File: src/rtl/psm_pkg.sv
// Shared constants and control types for the PS/2 mouse command and report engine.
package psm_pkg;

  localparam int FifoDepthDefault = 64;
  localparam int AccumBitsDefault = 16;

  localparam logic [1:0] OP_HOST  = 2'd0;
  localparam logic [1:0] OP_MOVE  = 2'd1;
  localparam logic [1:0] OP_FETCH = 2'd2;
  localparam logic [1:0] OP_ABORT = 2'd3;

  localparam logic [7:0] CMD_RESET    = 8'hFF;
  localparam logic [7:0] CMD_DEFAULTS = 8'hF6;
  localparam logic [7:0] CMD_DISABLE  = 8'hF5;
  localparam logic [7:0] CMD_ENABLE   = 8'hF4;
  localparam logic [7:0] CMD_GET_ID   = 8'hF2;
  localparam logic [7:0] CMD_READ     = 8'hEB;
  localparam logic [7:0] CMD_STREAM   = 8'hEA;
  localparam logic [7:0] CMD_REMOTE   = 8'hF0;
  localparam logic [7:0] CMD_SCALE1   = 8'hE6;
  localparam logic [7:0] CMD_SCALE2   = 8'hE7;
  localparam logic [7:0] CMD_STATUS   = 8'hE9;
  localparam logic [7:0] CMD_RATE     = 8'hF3;
  localparam logic [7:0] CMD_RES      = 8'hE8;

  localparam logic [7:0] BYTE_ACK    = 8'hFA;
  localparam logic [7:0] BYTE_RESEND = 8'hFE;
  localparam logic [7:0] BYTE_BAT    = 8'hAA;
  localparam logic [7:0] BYTE_ZERO   = 8'h00;

  // Source of a FIFO push.
  localparam logic [2:0] SRC_ACK    = 3'd0;
  localparam logic [2:0] SRC_RESEND = 3'd1;
  localparam logic [2:0] SRC_BAT    = 3'd2;
  localparam logic [2:0] SRC_ZERO   = 3'd3;
  localparam logic [2:0] SRC_STATUS = 3'd4;
  localparam logic [2:0] SRC_RES    = 3'd5;
  localparam logic [2:0] SRC_RATE   = 3'd6;
  localparam logic [2:0] SRC_PKT    = 3'd7;

  typedef struct packed {
    logic       push;
    logic [2:0] src;
    logic [1:0] pkt_idx;
    logic       out_clear;
    logic       do_host;
    logic       do_move;
    logic       do_fetch;
    logic       do_abort;
    logic       pkt_clear;
  } psm_cmd_t;

  typedef struct packed {
    logic pkt_allowed;
    logic read_cmd;
    logic awaiting;
  } psm_stat_t;

endpackage

File: src/rtl/psm_datapath.sv
// Datapath: response FIFO, mode flags, motion accumulators and packet builder.
module psm_datapath #(
  parameter int FIFO_DEPTH = psm_pkg::FifoDepthDefault,
  parameter int ACCUM_BITS = psm_pkg::AccumBitsDefault
) (
  input  logic              clk,
  input  logic              rst,
  input  psm_pkg::psm_cmd_t cmd,
  output psm_pkg::psm_stat_t stat,
  input  logic [7:0]        host_byte,
  input  logic [11:0]       move_x,
  input  logic [11:0]       move_y,
  input  logic [2:0]        buttons_in,
  output logic              tx_valid,
  output logic [7:0]        tx_byte,
  output logic              motion_accepted,
  output logic [6:0]        queue_level
);
  localparam int PW = $clog2(FIFO_DEPTH);
  localparam int CW = $clog2(FIFO_DEPTH + 1);
  localparam logic [CW-1:0] DEPTH = CW'(FIFO_DEPTH);
  localparam logic [CW-1:0] ROOM = CW'(FIFO_DEPTH - 3);
  localparam logic [PW-1:0] LAST = PW'(FIFO_DEPTH - 1);
  localparam logic signed [ACCUM_BITS-1:0] AMAX = {1'b0, {(ACCUM_BITS-1){1'b1}}};
  localparam logic signed [ACCUM_BITS-1:0] AMIN = {1'b1, {(ACCUM_BITS-1){1'b0}}};
  localparam logic signed [ACCUM_BITS-1:0] P255 = ACCUM_BITS'(255);
  localparam logic signed [ACCUM_BITS-1:0] N255 = -ACCUM_BITS'(255);

  logic [7:0] mem [FIFO_DEPTH];
  logic [PW-1:0] rd_ptr, wr_ptr;
  logic [CW-1:0] count;
  logic resume_valid, inflight_valid;
  logic [7:0] resume_byte, inflight_byte;
  logic streaming_on, remote_on, scaling, awaiting, param_res;
  logic [7:0] sample_rate;
  logic [1:0] resolution_code;
  logic signed [ACCUM_BITS-1:0] accum_x, accum_y;
  logic [2:0] button_state;
  logic motion_pending;

  logic signed [ACCUM_BITS-1:0] dx, dy, sx, sy;
  logic signed [ACCUM_BITS:0] wx, wy;
  logic [7:0] pkt0, push_byte, head;
  logic push_ok, is_param;

  always_comb begin
    dx = accum_x > P255 ? P255 : (accum_x < N255 ? N255 : accum_x);
    dy = accum_y > P255 ? P255 : (accum_y < N255 ? N255 : accum_y);
    pkt0 = {dy != accum_y, dx != accum_x, dy[ACCUM_BITS-1], dx[ACCUM_BITS-1],
            1'b1, button_state};
    wx = {accum_x[ACCUM_BITS-1], accum_x} + (ACCUM_BITS+1)'($signed(move_x));
    wy = {accum_y[ACCUM_BITS-1], accum_y} + (ACCUM_BITS+1)'($signed(move_y));
    sx = wx > (ACCUM_BITS+1)'(AMAX) ? AMAX :
         (wx < (ACCUM_BITS+1)'(AMIN) ? AMIN : wx[ACCUM_BITS-1:0]);
    sy = wy > (ACCUM_BITS+1)'(AMAX) ? AMAX :
         (wy < (ACCUM_BITS+1)'(AMIN) ? AMIN : wy[ACCUM_BITS-1:0]);
    case (cmd.src)
      psm_pkg::SRC_ACK:    push_byte = psm_pkg::BYTE_ACK;
      psm_pkg::SRC_RESEND: push_byte = psm_pkg::BYTE_RESEND;
      psm_pkg::SRC_BAT:    push_byte = psm_pkg::BYTE_BAT;
      psm_pkg::SRC_ZERO:   push_byte = psm_pkg::BYTE_ZERO;
      psm_pkg::SRC_STATUS: push_byte = {1'b0, remote_on, streaming_on, scaling, 1'b0,
                                        button_state};
      psm_pkg::SRC_RES:    push_byte = {6'd0, resolution_code};
      psm_pkg::SRC_RATE:   push_byte = sample_rate;
      default: begin
        case (cmd.pkt_idx)
          2'd0:    push_byte = pkt0;
          2'd1:    push_byte = dx[7:0];
          default: push_byte = dy[7:0];
        endcase
      end
    endcase
    push_ok = cmd.push && count < DEPTH;
    is_param = cmd.do_host && awaiting;
    stat.pkt_allowed = streaming_on && !remote_on && motion_pending && count <= ROOM;
    stat.read_cmd = host_byte == psm_pkg::CMD_READ;
    stat.awaiting = awaiting;
  end

  always_ff @(posedge clk) begin
    if (push_ok) mem[wr_ptr] <= push_byte;
    head <= mem[rd_ptr];
  end

  assign queue_level = 7'(count);

  always_ff @(posedge clk) begin
    if (rst) begin
      rd_ptr <= '0; wr_ptr <= '0; count <= '0;
      resume_valid <= 1'b0; resume_byte <= 8'd0;
      inflight_valid <= 1'b0; inflight_byte <= 8'd0;
      streaming_on <= 1'b1; remote_on <= 1'b0; scaling <= 1'b0;
      awaiting <= 1'b0; param_res <= 1'b0;
      sample_rate <= 8'd100; resolution_code <= 2'd2;
      accum_x <= '0; accum_y <= '0; button_state <= 3'd0; motion_pending <= 1'b0;
      tx_valid <= 1'b0; tx_byte <= 8'd0; motion_accepted <= 1'b0;
    end else begin
      if (push_ok) begin
        wr_ptr <= (wr_ptr == LAST) ? '0 : wr_ptr + 1'b1;
      end
      if (cmd.pkt_clear) begin
        accum_x <= '0; accum_y <= '0; motion_pending <= 1'b0;
      end
      if (cmd.do_abort && inflight_valid) begin
        resume_valid <= 1'b1; resume_byte <= inflight_byte; inflight_valid <= 1'b0;
      end
      if (cmd.out_clear) begin
        tx_valid <= 1'b0; tx_byte <= 8'd0; motion_accepted <= 1'b0;
      end
      if (cmd.do_move) begin
        tx_valid <= 1'b0; tx_byte <= 8'd0;
        motion_accepted <= streaming_on && !remote_on;
        if (streaming_on && !remote_on) begin
          accum_x <= sx; accum_y <= sy; button_state <= buttons_in;
          motion_pending <= 1'b1;
        end
      end
      if (cmd.do_abort) begin
        tx_valid <= 1'b0; tx_byte <= 8'd0; motion_accepted <= 1'b0;
      end
      if (cmd.do_fetch) begin
        motion_accepted <= 1'b0;
        if (resume_valid) begin
          resume_valid <= 1'b0; tx_valid <= 1'b1; tx_byte <= resume_byte;
          inflight_valid <= 1'b1; inflight_byte <= resume_byte;
        end else if (count != '0) begin
          tx_valid <= 1'b1; tx_byte <= head;
          inflight_valid <= 1'b1; inflight_byte <= head;
          rd_ptr <= (rd_ptr == LAST) ? '0 : rd_ptr + 1'b1;
        end else begin
          tx_valid <= 1'b0; tx_byte <= 8'd0; inflight_valid <= 1'b0;
        end
      end
      count <= count + CW'(push_ok) - CW'(cmd.do_fetch && !resume_valid && count != '0);
      if (cmd.do_host) begin
        tx_valid <= 1'b0; tx_byte <= 8'd0; motion_accepted <= 1'b0;
        inflight_valid <= 1'b0;
        if (is_param) begin
          awaiting <= 1'b0; param_res <= 1'b0;
          if (param_res) resolution_code <= host_byte[1:0];
          else sample_rate <= host_byte;
        end else begin
          case (host_byte)
            psm_pkg::CMD_RESET, psm_pkg::CMD_DEFAULTS: begin
              streaming_on <= 1'b0; remote_on <= 1'b0; scaling <= 1'b0;
              awaiting <= 1'b0; param_res <= 1'b0;
              sample_rate <= 8'd100; resolution_code <= 2'd2;
              accum_x <= '0; accum_y <= '0; button_state <= 3'd0;
              motion_pending <= 1'b0;
            end
            psm_pkg::CMD_DISABLE: streaming_on <= 1'b0;
            psm_pkg::CMD_ENABLE: begin
              streaming_on <= 1'b1; remote_on <= 1'b0;
            end
            psm_pkg::CMD_STREAM: remote_on <= 1'b0;
            psm_pkg::CMD_REMOTE: begin
              remote_on <= 1'b1; streaming_on <= 1'b0;
            end
            psm_pkg::CMD_SCALE1: scaling <= 1'b0;
            psm_pkg::CMD_SCALE2: scaling <= 1'b1;
            psm_pkg::CMD_RATE: begin
              awaiting <= 1'b1; param_res <= 1'b0;
            end
            psm_pkg::CMD_RES: begin
              awaiting <= 1'b1; param_res <= 1'b1;
            end
            default: ;
          endcase
        end
      end
    end
  end
endmodule

File: src/rtl/psm_ctrl.sv
// Controller: sequences the FIFO pushes and the state update of one item.
module psm_ctrl (
  input  logic               clk,
  input  logic               rst,
  input  logic               in_fire,
  input  logic               device_enable,
  input  logic [1:0]         opcode,
  input  logic [7:0]         host_byte,
  input  psm_pkg::psm_stat_t stat,
  output psm_pkg::psm_cmd_t  cmd,
  output logic               busy,
  output logic               done
);
  localparam logic [2:0] S_IDLE = 3'd0;
  localparam logic [2:0] S_RESP = 3'd1;
  localparam logic [2:0] S_PKT  = 3'd2;
  localparam logic [2:0] S_EXEC = 3'd3;
  localparam logic [2:0] S_DONE = 3'd4;

  logic [2:0] state, state_next, pkt_exit;
  logic [1:0] op, idx, idx_next, nresp, nresp_next;
  logic [2:0] rsrc [4];
  logic [2:0] rsrc_next [4];
  logic readpkt, readpkt_next, pktreq, pktreq_next;

  always_comb begin
    state_next = state; idx_next = idx; nresp_next = nresp;
    readpkt_next = readpkt; pktreq_next = pktreq;
    for (int i = 0; i < 4; i++) rsrc_next[i] = rsrc[i];
    cmd = '0;
    cmd.src = psm_pkg::SRC_PKT;
    pkt_exit = (pktreq && op != psm_pkg::OP_FETCH) ? S_DONE : S_EXEC;
    case (state)
      S_IDLE: begin
        if (in_fire) begin
          idx_next = 2'd0; readpkt_next = 1'b0; pktreq_next = 1'b0; nresp_next = 2'd0;
          rsrc_next[0] = psm_pkg::SRC_ACK;
          rsrc_next[1] = psm_pkg::SRC_ZERO;
          rsrc_next[2] = psm_pkg::SRC_ZERO;
          rsrc_next[3] = psm_pkg::SRC_ZERO;
          if (!device_enable || opcode == psm_pkg::OP_ABORT) begin
            state_next = S_EXEC;
          end else if (opcode == psm_pkg::OP_HOST) begin
            state_next = S_RESP;
            if (!stat.awaiting) begin
              case (host_byte)
                psm_pkg::CMD_RESET: begin
                  nresp_next = 2'd2; rsrc_next[1] = psm_pkg::SRC_BAT;
                end
                psm_pkg::CMD_GET_ID: nresp_next = 2'd1;
                psm_pkg::CMD_READ: readpkt_next = 1'b1;
                psm_pkg::CMD_STATUS: begin
                  nresp_next = 2'd3;
                  rsrc_next[1] = psm_pkg::SRC_STATUS;
                  rsrc_next[2] = psm_pkg::SRC_RES;
                  rsrc_next[3] = psm_pkg::SRC_RATE;
                end
                psm_pkg::CMD_DEFAULTS, psm_pkg::CMD_DISABLE, psm_pkg::CMD_ENABLE,
                psm_pkg::CMD_STREAM, psm_pkg::CMD_REMOTE, psm_pkg::CMD_SCALE1,
                psm_pkg::CMD_SCALE2, psm_pkg::CMD_RATE, psm_pkg::CMD_RES: ;
                default: rsrc_next[0] = psm_pkg::SRC_RESEND;
              endcase
            end
          end else if (opcode == psm_pkg::OP_FETCH) begin
            pktreq_next = 1'b1; state_next = S_PKT;
          end else begin
            state_next = S_EXEC;
          end
        end
      end
      S_RESP: begin
        cmd.push = 1'b1; cmd.src = rsrc[idx];
        idx_next = idx + 2'd1;
        if (idx == nresp) begin
          idx_next = 2'd0;
          state_next = S_EXEC;
          if (readpkt) state_next = S_PKT;
        end
      end
      S_PKT: begin
        if (idx == 2'd0 && !(readpkt || stat.pkt_allowed)) begin
          state_next = pkt_exit;
        end else begin
          cmd.push = 1'b1; cmd.pkt_idx = idx;
          idx_next = idx + 2'd1;
          if (idx == 2'd2) begin
            cmd.pkt_clear = 1'b1; idx_next = 2'd0;
            readpkt_next = 1'b0;
            state_next = pkt_exit;
          end
        end
      end
      S_EXEC: begin
        cmd.out_clear = 1'b1;
        cmd.do_host = device_enable && op == psm_pkg::OP_HOST;
        cmd.do_move = device_enable && op == psm_pkg::OP_MOVE;
        cmd.do_fetch = device_enable && op == psm_pkg::OP_FETCH;
        cmd.do_abort = device_enable && op == psm_pkg::OP_ABORT;
        state_next = S_DONE;
        if (device_enable && !pktreq &&
            (op == psm_pkg::OP_HOST || op == psm_pkg::OP_MOVE)) begin
          pktreq_next = 1'b1;
          state_next = S_PKT;
        end
      end
      S_DONE: state_next = S_IDLE;
      default: state_next = S_IDLE;
    endcase
  end

  // After a host byte or motion, the packet check runs with the new state.
  assign busy = state != S_IDLE;
  assign done = state == S_DONE;

  always_ff @(posedge clk) begin
    if (rst) begin
      state <= S_IDLE; idx <= 2'd0; nresp <= 2'd0; readpkt <= 1'b0; pktreq <= 1'b0;
    end else begin
      state <= state_next; idx <= idx_next; nresp <= nresp_next;
      readpkt <= readpkt_next; pktreq <= pktreq_next;
    end
  end

  always_ff @(posedge clk) begin
    for (int i = 0; i < 4; i++) rsrc[i] <= rsrc_next[i];
    if (state == S_IDLE && in_fire) begin
      op <= opcode;
    end
  end
endmodule

File: src/rtl/ps2_mouse_command_report_engine.sv
// Top level of the PS/2 mouse command and report engine.
// One item is taken at a time and its result follows the input transfer in these steps:
// a host command pushes up to four response bytes at one FIFO write a cycle, a motion
// packet adds three more writes, and the result register then holds the output until its
// transfer; the next input is taken only after that transfer.
module ps2_mouse_command_report_engine #(
  parameter int FIFO_DEPTH = psm_pkg::FifoDepthDefault,
  parameter int ACCUM_BITS = psm_pkg::AccumBitsDefault
) (
  input  logic        clk,
  input  logic        rst,
  input  logic        cfg_valid,
  output logic        cfg_ready,
  input  logic        cfg_data,
  input  logic        in_valid,
  output logic        in_ready,
  input  logic [1:0]  opcode,
  input  logic [7:0]  host_byte,
  input  logic [11:0] move_x,
  input  logic [11:0] move_y,
  input  logic [2:0]  buttons_in,
  output logic        out_valid,
  input  logic        out_ready,
  output logic        tx_valid,
  output logic [7:0]  tx_byte,
  output logic        motion_accepted,
  output logic [6:0]  queue_level
);
  psm_pkg::psm_cmd_t cmd;
  psm_pkg::psm_stat_t stat;
  logic busy, done, device_enable, in_fire;
  logic [7:0] hb_q;
  logic [11:0] mx_q, my_q;
  logic [2:0] bt_q;

  assign cfg_ready = 1'b1;
  assign in_ready = !busy && !out_valid;
  assign in_fire = in_valid && in_ready;

  always_ff @(posedge clk) begin
    if (rst) begin
      device_enable <= 1'b1;
      out_valid <= 1'b0;
    end else begin
      if (cfg_valid) device_enable <= cfg_data;
      if (done) out_valid <= 1'b1;
      else if (out_ready) out_valid <= 1'b0;
    end
  end

  always_ff @(posedge clk) begin
    if (in_fire) begin
      hb_q <= host_byte; mx_q <= move_x; my_q <= move_y; bt_q <= buttons_in;
    end
  end

  psm_ctrl u_ctrl (
    .clk, .rst, .in_fire, .device_enable, .opcode, .host_byte, .stat, .cmd, .busy, .done
  );

  psm_datapath #(.FIFO_DEPTH(FIFO_DEPTH), .ACCUM_BITS(ACCUM_BITS)) u_dp (
    .clk, .rst, .cmd, .stat, .host_byte(hb_q), .move_x(mx_q), .move_y(my_q),
    .buttons_in(bt_q), .tx_valid, .tx_byte, .motion_accepted, .queue_level
  );
endmodule

File: config.mk
export PLATFORM = sky130hd
export DESIGN_NAME = ps2_mouse_command_report_engine
export DESIGN_NICKNAME = d
export VERILOG_FILES = /design/src/rtl/psm_pkg.sv /design/src/rtl/psm_datapath.sv /design/src/rtl/psm_ctrl.sv /design/src/rtl/ps2_mouse_command_report_engine.sv
export SDC_FILE = /design/constraint.sdc
export NUM_CORES = 1
export LEC_CHECK = 0
export BUFFER_PORTS_ARGS = -buffer_cell sky130_fd_sc_hd__buf_4
export CORE_MARGIN = 5
export CORE_UTILIZATION = 58
export CTS_CLUSTER_DIAMETER = 50
export DETAILED_ROUTE_END_ITERATION = 16
export PLACE_DENSITY_LB_ADDON = 0.08
export RECOVER_POWER = 100
export SLEW_MARGIN = 5
export SYNTH_ARGS = -nofsm -noshare
export SYNTH_HDL_FRONTEND = slang
export SYNTH_SLANG_ARGS = --single-unit
export TNS_END_PERCENT = 10
File: constraint.sdc
create_clock -name clk -period 12.71 [get_ports clk]
set_input_delay 2.542 -clock clk [delete_from_list [all_inputs] [get_ports clk]]
set_output_delay 2.542 -clock clk [all_outputs]
set_load 0.02 [all_outputs]
# Word-level counts from Yosys, hierarchy flattened
# Memory sizes are Yosys's and may differ from the RTL's. A register that Yosys moved wholly into a read port is not among the register bits.
# Index checks and enable logic that the tools add are counted.
# word_totals
reg_bits	146
ramBits	524
input_bits	43
output_inout_bits	20
wordCells	310
memories	2
# op_classes
n_addsub	7
order_cmp	10
n_eq_ne	56
muxes	125
n_bitwise	2
reduce_logical	75
# mem_list
name	depth	word_bits	read_ports	rd_clocked_by_memory_dff	wr	line_no	source
u_dp.mem	64	8	1	1	1	psm_datapath.sv:29	logic [7:0] mem [FIFO_DEPTH];
u_ctrl.rsrc	4	3	1	1	4	psm_ctrl.sv:22	logic [2:0] rsrc [4];
# op_table
op	n
$mux W16	20
$eq A8 B8 Y1 const B	23
$mux W8	11
$mux W12	5
$pmux W8 S7	1
$mux W1	43
$mux W3	14
$add A16 B12 Y17	2
$gt A17 B16 Y1 const B	2
$lt A17 B16 Y1 const B	2
$gt A16 B9 Y1 const B	2
$lt A16 B9 Y1 const B	2
$ne A16 B16 Y1	2
$mux W2	14
$reduce_and A3 Y1	9
$reduce_bool A2 Y1	10
$logic_and A1 B1 Y1	19
$mux W6	3
$pmux W1 S2	8
$pmux W8 S2	1
$reduce_or A13 Y1	1
$add A6 B1 Y6 const B	2
$eq A3 B2 Y1 const B	4
$eq A3 B3 Y1 const B	4
31 further kinds	71

# Depth between registers and ports, before layout
# logic_depth
depth_word	15
mapped_depth	18
mapped_depth_nobuf	18

# Modules after synthesis
# From an unflattened synthesis, not the netlist that was laid out.
# hier_totals
cells_unflattened	1836
hier_area_um2	28806.4
# modules_own_cells
module	instances	cells_each	area_per_inst_um2	seq_area_each_um2
psm_datapath	1	1663	26474.1	17496.8
psm_ctrl	1	127	1189.9	460.4
ps2_mouse_command_report_engine	1	46	1142.3	1091.0

# Worst setup path before layout
# No wires, ideal clock.
# synth_path
kind	register to register
startpoint	mem u_ctrl.rsrc[0][0]
endpoint	mem u_dp.mem[0][6] (data pin)
setup_time_ps	702
arrival_ps	3715
t_required_ps	12008
path_slack_ps	8293
stages_incl_launch_ff	6
path_buffers	0
period_less_slack_ps	4417
cell_sequence	edfxtp_1 > o31ai_1 > a21oi_1 > nor2_1 > a31oi_1 > o21ai_0
# synth_rtl
item	line_no
from (decl)	psm_ctrl.sv:22
to (decl)	psm_datapath.sv:29

==> flow_summary.yaml <==
die:
  die_h_um: 232
  core_region_area_um2: 48800
  rows: 81
  die_w_um: 232
  die_area_um2: 53900
  initial_core_util: 0.586
  num_io_pins: 63
global_routing:
  antenna_found_initial: 4
  grt-busiest-layer: "met2"
  met3_usage: 0.0721
  grt_max_degree: 66
  grt_pass1_wl_mm: 97.0
  grt_pass1_vias: 16100
  grt-ovfl-total: 0
  track_usage: 0.238
  use_met1: 0.333
  grt_use_met2: 0.368
clock_tree:
  cts_buffers: 73
  cts_tree: "done"
  cts_max_level: 3
  cts_resized: 0
  post_cts_buffers: 0
  cts_root_buf: "clkbuf_16"
  clk_pin_slew_ns: 0.06
  cts.sinks: 673
  ctsHoldBuffers: 0
  clk_latency_ns: 0.61
  cts_buffer_depth: 3
logic_synthesis:
  synth_area_leaders: "edfxtp_1 58%, mux4_2 13%, dfxtp_1 8.3%, ha_1 2.4%, nor2_1 2.1%"
  synth_top_area_share: 0.581
  synth_edf_count: 554
  synth_fp_nets: 1916
  ys_async_sr_fraction: 0
  post_synth_most_frequent_cells: "554 x edfxtp_1, 168 x mux4_2, 157 x nor2_1"
  seq_area_frac_synth: 0.665
  syn-cell-area_um2: 28600
  syn-instance-count: 1815
  ys_warn_count: 0
  synth_ff_type: "edfxtp_1"
  yosysTopAreaCell: "edfxtp_1"
  syn_avg_cell_area_um2: 15.8
  synth_most_common_cell: "edfxtp_1"
  synthDistinctLibCells: 83
  ys_seq_elements: 673
outcome:
  status: "finished with violations"
  violations: "max-capacitance violations, max-slew violations"
layout:
  drive_gt1_frac: 0.174
  fin_util: 0.652
  fin_nets: 1982
  area_growth_pct: 11.2
pwr:
  p_comb_frac: 0.160
  ir_drop_mv: 0.128
  finalPower_uw: 5980
  p_int_uw: 4330
  swShare: 0.277
  clockPowerShare: 0.348
  p_per_area_nw_per_um2: 188
  p_sw_uw: 1650
  p_seq_frac: 0.491
  p_leak_uw: 0.0103
route:
  firstDrtPassIters: 5
  ant_nets: 0
  drc: 0
  first_iter_violations: 1733
  wire_per_inst_um: 24.2
  vias_per_cell: 6.19
  wirelength_mm: 63.1
  via_count: 16100
timing:
  post-route-min-period_ns: 6.62
  setup_tns_ns: 0
  finalClockSkew_ns: 0.0250
  setup_slack_ns: 6.09
  finalCritPeriodShare: 0.521
  tightestPinTransition_ns: 4.03
  rsz0062_at_grt: "false"
  hold_viol: 0
  relSlewSlack: -1.72
  finalSetupViolCount: 0
  timing.fmax_mhz: 151
  maxSlewViolCount: 644
critical_path:
  crit_required_ns: 13.19
  r2r-start: "u_dp.rd_ptr[0]"
  worstSetupPathType: "reg2reg"
  rr_endpoint: "u_dp.head[7]"
  crit_fanout: 47
  max_stage_delay_ns: 2.83
  reg2regPathDepth: 5
  arrival_ns: 7.09
  rrSetupSlack_ns: 6.09
  cp_common_cell: "mux4_2"
  slowest_stage: "clkbuf_1"
  path_cells: "clkbuf_1 > buf_4 > mux4_2 > mux4_2 > mux4_2"
  end_kind: "flip-flop"
  critPathLaunchType: "flip-flop"
hold_path:
  hp-class: "reg2reg"
  hold_start: "u_dp.sample_rate[4]"
  hold_path_end: "u_dp.sample_rate[4]"
  hold_depth: 2
placement:
  io_buffers: 61
  hpwl_mm: 41.2
  dp_slack_ns: 8.09
  gp_congestion: 0.894
flow_run:
  timing.max_cap.violations: 13
## worst max path at each step
| stage | start | end | slack, ns | depth (start not counted) |
|---|---|---|---|---|
| floorplan | u_ctrl.rsrc[0][0] | u_dp.mem[0][6] | 8.29 | 5 |
| global placement | u_dp.rd_ptr[0] | u_dp.head[5] | 8.15 | 5 |
| detailed placement | u_dp.rd_ptr[0] | u_dp.head[5] | 8.09 | 5 |
| CTS | u_dp.rd_ptr[0] | u_dp.head[5] | 8.10 | 5 |
| global route | u_dp.rd_ptr[0] | u_dp.head[7] | 5.20 | 5 |
| finish | u_dp.rd_ptr[0] | u_dp.head[7] | 6.09 | 5 |
## metal layers
layer / vias to the layer above / part of all wire
met4: 2 / 0.026
met5: - / 0.00027
li1: 7264 / -
met1: 8145 / 0.42
met2: 587 / 0.47
met3: 115 / 0.087
## flip-flops by register name, indices dropped and copies added (netlist names), 12 cells and up, named ones only
| register | flops |
|---|---|
| u_dp.accum_y | 16 |
| mx_q | 12 |
| u_dp.mem | 512 |
| u_dp.accum_x | 16 |
| my_q | 12 |
## cells by family (layout without fill, tap and decap cells)
kind of cell / after synthesis / after routing / synth area share
multiplexers: 192 / 192 / 0.141
XOR/XNOR: 35 / 35 / 0.0107
AND/OR/NAND/NOR: 455 / 455 / 0.0761
other: 1 / 3 / 0.000131
buffers and inverters: 122 / 246 / 0.0190
adder cells (fa/ha/maj): 62 / 62 / 0.0275
flip-flops: 673 / 673 / 0.665
AO/OA/AOI/OAI: 275 / 275 / 0.0610
## per-stage QoR
stage / hold WS (ns) / std cells / area (um^2)
after floorplan: 0.429 / 1815 / 28600
after global placement: 0.441 / 2470 / 29700
after detailed placement: 0.447 / 2470 / 29700
after CTS: 0.455 / 2603 / 32100
after global routing: 0.470 / 2603 / 31800
final: 0.457 / 2605 / 31800
## layout by cell type, fill, tap and decap left out, drive strengths merged, types with 40 or more instances in the layout
| master | instances |
|---|---|
| edfxtp | 554 |
| nor2 | 159 |
| clkbuf | 162 |
| ha | 55 |
| mux4 | 168 |
| dfxtp | 119 |
| o21ai | 65 |
| a21oi | 99 |
| inv | 47 |
| nand3 | 40 |
| nand2 | 108 |
## cell type report
type / instances / area [um^2]
Clock buffer: 95 / 1960
Inverter: 36 / 135
Tap cell: 664 / 831
Clock inverter: 38 / 393
Fill cell: 3494 / 17000
Multi-Input combinational cell: 1020 / 9050
Timing Repair Buffer: 77 / 432
Antenna cell: 2 / 5.00
Sequential cell: 673 / 19000
## critical path: cells and delay by family (launching register included)
family,cells,cell delay (ns)
mux,3,1.64
flops,1,0.91
buf+inv,2,3.83
## power groups by stage
stage	logic, uW	clock network (uW)	registers [uW]
final	960	2080	2940
after global routing	1070	2210	2960
after CTS	1010	2120	2900
after detailed placement	1010	0	2950
after global placement	967	0	2940
after floorplan	650	0	2930
No activity file was read; power rests on OpenSTA's default activity.
